--- config.mk ---
export PLATFORM = sky130hd
export DESIGN_NAME = integer_exchange_sort_unit
export DESIGN_NICKNAME = d
export VERILOG_FILES = /design/src/rtl/iesu_pkg.sv /design/src/rtl/integer_exchange_sort_unit.sv /design/src/rtl/iesu_ram.sv /design/src/rtl/iesu_ctrl.sv
export SDC_FILE = /design/constraint.sdc
export NUM_CORES = 2
export LEC_CHECK = 0
export BUFFER_PORTS_ARGS = -buffer_cell sky130_fd_sc_hd__buf_2
export CORE_ASPECT_RATIO = 0.8
export CORE_UTILIZATION = 62
export DETAILED_ROUTE_END_ITERATION = 8
export PLACE_DENSITY = 0.8
export SLEW_MARGIN = 20
export SYNTH_ARGS = -nofsm -noshare
export SYNTH_HDL_FRONTEND = slang
export SYNTH_SLANG_ARGS = --single-unit
--- constraint.sdc ---
create_clock -name clk -period 14.09 [get_ports clk]
set_input_delay 2.1135 -clock clk [delete_from_list [all_inputs] [get_ports clk]]
set_output_delay 2.1135 -clock clk [all_outputs]
set_load 0.01 [all_outputs]
--- src/rtl/iesu_pkg.sv ---
// ---------------------------------------------------------------------------
// iesu_pkg
// Shared constants, types and state encoding for the exchange sort unit.
// ---------------------------------------------------------------------------
package iesu_pkg;

	localparam int MAX_ITEMS = 64;
	localparam int DATA_W    = 32;
	localparam int ADDR_W    = $clog2(MAX_ITEMS);
	localparam int CNT_W     = $clog2(MAX_ITEMS + 1);

	typedef logic [DATA_W-1:0] data_t;
	typedef logic [ADDR_W-1:0] addr_t;
	typedef logic [CNT_W-1:0]  cnt_t;

	typedef enum logic [2:0] {
		ST_LOAD,
		ST_RD_I,
		ST_LD_I,
		ST_CMP,
		ST_WB_I,
		ST_EM_RD,
		ST_EM_OUT
	} state_t;

	typedef struct packed {
		logic  we;
		addr_t waddr;
		data_t wdata;
		logic  re;
		addr_t raddr;
	} mem_req_t;

	typedef struct packed {
		state_t state;
		cnt_t   count;
	} status_t;

endpackage

--- src/rtl/integer_exchange_sort_unit.sv ---
// ---------------------------------------------------------------------------
// integer_exchange_sort_unit
// Sorts a list of signed 32-bit integers in ascending order.
//
// The s_ channel takes one element per transaction; s_tlast closes the list.
// Up to 64 elements are held; further ones are dropped and every result of
// that list then carries m_tuser set. While loading, one element is taken
// per cycle. After the closing transaction s_tready stays low while the
// exchange sort runs over the element store: one compare-swap per cycle on
// the single read and single write port, plus a load (ST_LD_I) and a
// write-back (ST_WB_I) of element i per outer pass. The sorted list then
// leaves on the m_ channel, read in ST_EM_RD and sent in ST_EM_OUT, with
// m_tlast on the final element. A stall on m_tready holds the result
// register and the emission. The final result sits in its own register, so
// loading of the next list starts while it waits. Reset clears the fill
// count, the drop flag and the result valid; the store needs no clearing.
// ---------------------------------------------------------------------------
module integer_exchange_sort_unit (
	input  logic                 clk,
	input  logic                 arst_n,
	input  logic                 s_tvalid,
	output logic                 s_tready,
	input  logic [31:0]          s_tdata,  // [31:0] value
	input  logic                 s_tlast,
	output logic                 m_tvalid,
	input  logic                 m_tready,
	output logic [31:0]          m_tdata,  // [31:0] value_res
	output logic                 m_tlast,
	output logic                 m_tuser   // [0] truncated
);

	iesu_pkg::mem_req_t req;
	iesu_pkg::data_t    rd_data;
	iesu_pkg::status_t  sts;

	iesu_ctrl u_ctrl (
		.clk      (clk),
		.arst_n   (arst_n),
		.s_tvalid (s_tvalid),
		.s_tready (s_tready),
		.s_tdata  (s_tdata),
		.s_tlast  (s_tlast),
		.m_tvalid (m_tvalid),
		.m_tready (m_tready),
		.m_tdata  (m_tdata),
		.m_tlast  (m_tlast),
		.m_tuser  (m_tuser),
		.req      (req),
		.rd_data  (rd_data),
		.sts      (sts)
	);

	iesu_ram u_ram (
		.clk     (clk),
		.req     (req),
		.rd_data (rd_data)
	);

	a_close_stops_input: assert property (@(posedge clk) disable iff (!arst_n)
		(s_tvalid && s_tready && s_tlast) |=> !s_tready)
		else $error("input still taken after list closed");

	a_count_bound: assert property (@(posedge clk) disable iff (!arst_n)
		sts.count <= iesu_pkg::CNT_W'(iesu_pkg::MAX_ITEMS))
		else $error("fill count beyond capacity");

	a_busy_nonempty: assert property (@(posedge clk) disable iff (!arst_n)
		(sts.state != iesu_pkg::ST_LOAD) |-> (sts.count != '0))
		else $error("sort or emission with an empty list");

	a_write_only_in_range: assert property (@(posedge clk) disable iff (!arst_n)
		(req.we && sts.state != iesu_pkg::ST_LOAD) |->
			(iesu_pkg::CNT_W'(req.waddr) < sts.count))
		else $error("store write beyond the list");

endmodule

--- src/rtl/iesu_ram.sv ---
// ---------------------------------------------------------------------------
// iesu_ram
// Element store: one write port, one read port, registered read data.
// ---------------------------------------------------------------------------
module iesu_ram (
	input  logic               clk,
	input  iesu_pkg::mem_req_t req,
	output iesu_pkg::data_t    rd_data
);

	iesu_pkg::data_t mem [iesu_pkg::MAX_ITEMS];

	always_ff @(posedge clk) begin
		if (req.we) begin
			mem[req.waddr] <= req.wdata;
		end
	end

	always_ff @(posedge clk) begin
		if (req.re) begin
			rd_data <= mem[req.raddr];
		end
	end

endmodule

--- src/rtl/iesu_ctrl.sv ---
// ---------------------------------------------------------------------------
// iesu_ctrl
// Sequencer: loads the list, runs the compare-swap passes over the store and
// drives the result register.
// ---------------------------------------------------------------------------
module iesu_ctrl (
	input  logic                clk,
	input  logic                arst_n,
	input  logic                s_tvalid,
	output logic                s_tready,
	input  iesu_pkg::data_t     s_tdata,
	input  logic                s_tlast,
	output logic                m_tvalid,
	input  logic                m_tready,
	output iesu_pkg::data_t     m_tdata,
	output logic                m_tlast,
	output logic                m_tuser,
	output iesu_pkg::mem_req_t  req,
	input  iesu_pkg::data_t     rd_data,
	output iesu_pkg::status_t   sts
);

	iesu_pkg::state_t state_q, state_nxt;
	iesu_pkg::cnt_t   cnt_q, cnt_after, last_idx;
	iesu_pkg::addr_t  i_q, j_q, k_q;
	iesu_pkg::data_t  ri_q;
	logic             ovf_q;
	logic             out_valid_q, out_last_q, out_trunc_q;
	iesu_pkg::data_t  out_data_q;

	logic in_fire, has_room, j_end, i_end, k_end, swap, out_free, emit_fire;

	assign s_tready  = (state_q == iesu_pkg::ST_LOAD);
	assign in_fire   = s_tvalid && s_tready;
	assign has_room  = (cnt_q < iesu_pkg::CNT_W'(iesu_pkg::MAX_ITEMS));
	assign cnt_after = cnt_q + iesu_pkg::CNT_W'(has_room);
	assign last_idx  = cnt_q - iesu_pkg::CNT_W'(1);
	assign j_end     = (iesu_pkg::CNT_W'(j_q) == last_idx);
	assign k_end     = (iesu_pkg::CNT_W'(k_q) == last_idx);
	assign i_end     = (iesu_pkg::CNT_W'(i_q) + iesu_pkg::CNT_W'(2) == cnt_q);
	assign swap      = ($signed(ri_q) > $signed(rd_data));
	assign out_free  = !out_valid_q || m_tready;
	assign emit_fire = (state_q == iesu_pkg::ST_EM_OUT) && out_free;

	assign m_tvalid  = out_valid_q;
	assign m_tdata   = out_data_q;
	assign m_tlast   = out_last_q;
	assign m_tuser   = out_trunc_q;
	assign sts.state = state_q;
	assign sts.count = cnt_q;

	always_comb begin
		state_nxt = state_q;
		unique case (state_q)
			iesu_pkg::ST_LOAD: begin
				if (in_fire && s_tlast) begin
					state_nxt = (cnt_after < iesu_pkg::CNT_W'(2)) ?
						iesu_pkg::ST_EM_RD : iesu_pkg::ST_RD_I;
				end
			end
			iesu_pkg::ST_RD_I: state_nxt = iesu_pkg::ST_LD_I;
			iesu_pkg::ST_LD_I: state_nxt = iesu_pkg::ST_CMP;
			iesu_pkg::ST_CMP: begin
				if (j_end) begin
					state_nxt = iesu_pkg::ST_WB_I;
				end
			end
			iesu_pkg::ST_WB_I: begin
				state_nxt = i_end ? iesu_pkg::ST_EM_RD : iesu_pkg::ST_LD_I;
			end
			iesu_pkg::ST_EM_RD: state_nxt = iesu_pkg::ST_EM_OUT;
			iesu_pkg::ST_EM_OUT: begin
				if (out_free) begin
					state_nxt = k_end ? iesu_pkg::ST_LOAD : iesu_pkg::ST_EM_RD;
				end
			end
			default: state_nxt = iesu_pkg::ST_LOAD;
		endcase
	end

	always_comb begin
		req = '0;
		unique case (state_q)
			iesu_pkg::ST_LOAD: begin
				req.we    = in_fire && has_room;
				req.waddr = cnt_q[iesu_pkg::ADDR_W-1:0];
				req.wdata = s_tdata;
			end
			iesu_pkg::ST_RD_I: begin
				req.re    = 1'b1;
				req.raddr = i_q;
			end
			iesu_pkg::ST_LD_I: begin
				req.re    = 1'b1;
				req.raddr = i_q + iesu_pkg::ADDR_W'(1);
			end
			iesu_pkg::ST_CMP: begin
				req.we    = swap;
				req.waddr = j_q;
				req.wdata = ri_q;
				req.re    = !j_end;
				req.raddr = j_q + iesu_pkg::ADDR_W'(1);
			end
			iesu_pkg::ST_WB_I: begin
				req.we    = 1'b1;
				req.waddr = i_q;
				req.wdata = ri_q;
				req.re    = !i_end;
				req.raddr = i_q + iesu_pkg::ADDR_W'(1);
			end
			iesu_pkg::ST_EM_RD: begin
				req.re    = 1'b1;
				req.raddr = k_q;
			end
			iesu_pkg::ST_EM_OUT: req = '0;
			default: req = '0;
		endcase
	end

	always_ff @(posedge clk or negedge arst_n) begin
		if (!arst_n) begin
			state_q     <= iesu_pkg::ST_LOAD;
			cnt_q       <= '0;
			ovf_q       <= 1'b0;
			i_q         <= '0;
			j_q         <= '0;
			k_q         <= '0;
			out_valid_q <= 1'b0;
		end else begin
			state_q <= state_nxt;
			if (in_fire) begin
				if (has_room) begin
					cnt_q <= cnt_after;
				end else begin
					ovf_q <= 1'b1;
				end
				i_q <= '0;
				k_q <= '0;
			end
			if (state_q == iesu_pkg::ST_LD_I) begin
				j_q <= i_q + iesu_pkg::ADDR_W'(1);
			end
			if (state_q == iesu_pkg::ST_CMP) begin
				j_q <= j_q + iesu_pkg::ADDR_W'(1);
			end
			if (state_q == iesu_pkg::ST_WB_I) begin
				i_q <= i_q + iesu_pkg::ADDR_W'(1);
			end
			if (emit_fire) begin
				out_valid_q <= 1'b1;
				if (k_end) begin
					cnt_q <= '0;
					ovf_q <= 1'b0;
				end else begin
					k_q <= k_q + iesu_pkg::ADDR_W'(1);
				end
			end else if (m_tready) begin
				out_valid_q <= 1'b0;
			end
		end
	end

	always_ff @(posedge clk) begin
		if (state_q == iesu_pkg::ST_LD_I || (state_q == iesu_pkg::ST_CMP && swap)) begin
			ri_q <= rd_data;
		end
		if (emit_fire) begin
			out_data_q  <= rd_data;
			out_last_q  <= k_end;
			out_trunc_q <= ovf_q;
		end
	end

endmodule

==> impl_metrics.toml <==
[status]
status = "finished clean"

[worst_setup_path]
cp_common_cell = "buf_4"
cp_slowest_cell = "dfrtp_1"
crit_required_ns = 14.63
crit_arrival_ns = 6.66
startpoint = "u_ctrl.state_q[2]"
max_stage_delay_ns = 0.95
cp-end-kind = "flop"
startpoint_type = "flop"
r2r_start = "u_ctrl.state_q[2]"
path_cells = "nand2b_1 > o221ai_4 > buf_4 > nand2_4 > buf_4 > buf_4 > nor3_2 > buf_4 > a32oi_1 > o21ai_0 > nor3b_1"
cp_max_fo = 85
crit_type = "reg2reg"
rrSetupSlack_ns = 7.97

[logic_synthesis]
yosys.area.top_type_share_pct = 74.9
yosys_warnings = 0
synth.area.top_cells = "edfxtp_1 75%, mux4_2 8.0%, nand2_1 2.4%, nand3_1 2.0%, and3_1 1.6%"
ys_ff_latch = 2176
synth_edf_count = 2146
ys_async_sr_fraction_pct = 1.38
avgSynthCellArea_um2 = 17.4
ys.flop_type = "edfxtp_1"
seq_area_frac_synth_pct = 75.7
syn_inst = 4945
synth.net_count = 5022
synth_top_area_cell = "edfxtp_1"
yosysUniqueCellTypes = 67
syn-cell-area_um2 = 86100

[hold_path]
hold_path_startpoint = "u_ram.rd_data[14]"
hold_path.class = "reg2reg"

[place]
place.gp.congestion = 0.897
hpwl_um = 120000
pre_cts_ws_ns = 8.15
port-buffer-count = 72

[route]
viasPerCell = 7.30
ant_nets = 0
detail_route.wl_per_cell_um = 34.1
drt-total-wl_um = 238000
post-route-drc-count = 0
drtPass1Iterations = 8
num_vias = 51000
drtIter0Drc = 9701

[cts]
numCtsBuffers = 185
cts_htree_levels = 4
clockBufferDepth = 3
path_clk_slew_ns = 0.07
hold_buffers = 0
postCtsSetupRepairBufs = 0
clockRootBuffer = "clkbuf_16"
cts_tree = "done"
cts_resized = 0
clock-sinks = 2176
clk_latency_ns = 0.82

[sta]
fmax_mhz = 163
setup_tns_ns = 0
hold-worst-slack_ns = 0.544
rsz0062_at_grt = "false"
skew_ns = 0.0329
final_max_slew_viol_count = 0
setup_viol = 0
layout_setup_ws_ns = 7.97
finalHoldViolCount = 0
min_period_ns = 6.12
worst_pin_slew_ns = 1.19
finalCritPeriodShare_pct = 43.4
slew_headroom_pct = 20.5

[global_routing]
antenna_found_initial = 6
grt.total_usage_pct = 33.9
grt_pass1_vias = 49400
grt_max_degree = 187
grt_remaining_overflow = 0
grt_first_pass_wirelength_um = 339000

[power_and_ir_drop]
vdd_drop_max_mv = 0.154
powerDensity_nw_per_um2 = 127
total_power_uw = 12000
p_leak_uw = 0.0240

[floorplanning]
core_area_um2 = 137000
die-area_um2 = 140000
num_rows = 121
initial_utilization_pct = 62.9
dieWidth_um = 419
die_y_um = 335
ios = 73

[layout]
fin_util_pct = 69.2
final_nets = 5060
final_common_cell = "edfxtp_1"
area_delta_synth_final_pct = 9.97
regArea_um2 = 65200
final_cell_mix = "2,146 x edfxtp_1, 540 x nand2_1, 351 x nand3_1, 306 x mux4_2, 215 x and3_1"
multiInputGateArea_um2 = 19700
drive_gt1_share_pct = 17.1
fillers = 8068

[run]
max_cap_violations = 0
registers in the layout (all words and copies together) (netlist names):
name,flops
u_ctrl.m_tvalid,1
u_ctrl.m_tlast,1
u_ram.rd_data,32
u_ctrl.ovf_q,1
u_ctrl.i_q,6
u_ctrl.state_q,3
u_ctrl.cnt_q,7
u_ctrl.k_q,6
u_ctrl.m_tuser,1
u_ctrl.j_q,6
u_ctrl.m_tdata,32
u_ctrl.ri_q,32
u_ram.mem,2048
power breakdown:
part / total, uW / internal, uW / switching [uW]
combinational: 9.86 / 3.80 / 6.05
clock: 5040 / 2750 / 2290
sequential: 7000 / 7000 / 0.0000000000000103
total: 12000 / 9740 / 2300
area by class of cell:
type,instances,share of cell area [%]
Sequential cell,2176,68.9
Clock inverter,95,0.837
Tap cell,1845,2.44
Clock buffer,237,5.30
Antenna cell,5,0.0132
Inverter,40,0.159
Timing Repair Buffer,203,1.52
Multi-Input combinational cell,2377,20.9
layer usage:
metal	wire, um	track usage [%]	share of wire, %
met1	81000	47.0	34
met2	108000	50.2	45
met3	36900	9.80	15
met4	12200	16.3	5.1
met5	32	0	0.013
cell families (layout without fill, tap and decap cells):
logic type,Yosys count,in the layout,synth area share [%]
xor gates and xnor gates,35,35,0.372
muxes,344,344,8.61
adders and majority gates,40,40,0.581
and+or+nand+nor,1307,1307,7.26
AOI/OAI and AO/OA,651,651,5.35
buffers and inverters,392,575,2.08
DFF,2176,2176,75.7
other,0,5,0
through the flow:
step	area, um^2	cells
3_3_place_gp	88700	6640
2_1_floorplan	86100	4945
4_1_cts	94500	6972
3_5_place_dp	88700	6640
5_1_grt	94600	6974
6_report	94700	6978
path summary, 6_finish.rpt:
path                                          to  cells past startpoint
worst max-delay path            u_ram.rd_data[6]                     11
worst min-delay path             u_ctrl.ri_q[14]                      0
worst max register to register  u_ram.rd_data[6]                     11
worst min register to register   u_ctrl.ri_q[14]                      0
max in group asynchronous          u_ctrl.i_q[5]                      1
min in group asynchronous        u_ctrl.m_tvalid                      1
Yosys cell counts (3+ instances only):
cell and number:
buf_2 105, a22oi_1 31, a32oi_1 4, nor3b_1 21, ha_1 40, mux4_2 306
xnor2_1 16, buf_4 35, nand4_1 34, a221oi_1 29, nand2_1 541, a21oi_1 37
mux2i_1 20, o22ai_1 5, dfrtp_1 30, a2111oi_0 5, nor2_1 41, edfxtp_1 2146
a22o_1 35, inv_1 40, nor3_2 3, buf_1 37, mux2_2 10, a221o_1 4
nand3_1 351, a211o_1 4, and3_1 215, nor2b_1 7, nand2b_1 3, o21ai_0 81
or3_1 3, buf_6 7, a211oi_1 127, and2_1 8, mux4_1 8, a311oi_1 82
a21o_1 8, nor4_1 3, o211ai_1 6, nor3_1 67, clkbuf_1 168, xor2_1 18
a31oi_1 173
critical path, delay by kind of cell, from the launching register on:
kind            cells  cell delay [ns]
compound gates      3             0.83
buf+inv             4             2.20
flops               1             0.95
simple gates        4             1.72
No activity file was read; power rests on OpenSTA's default activity.
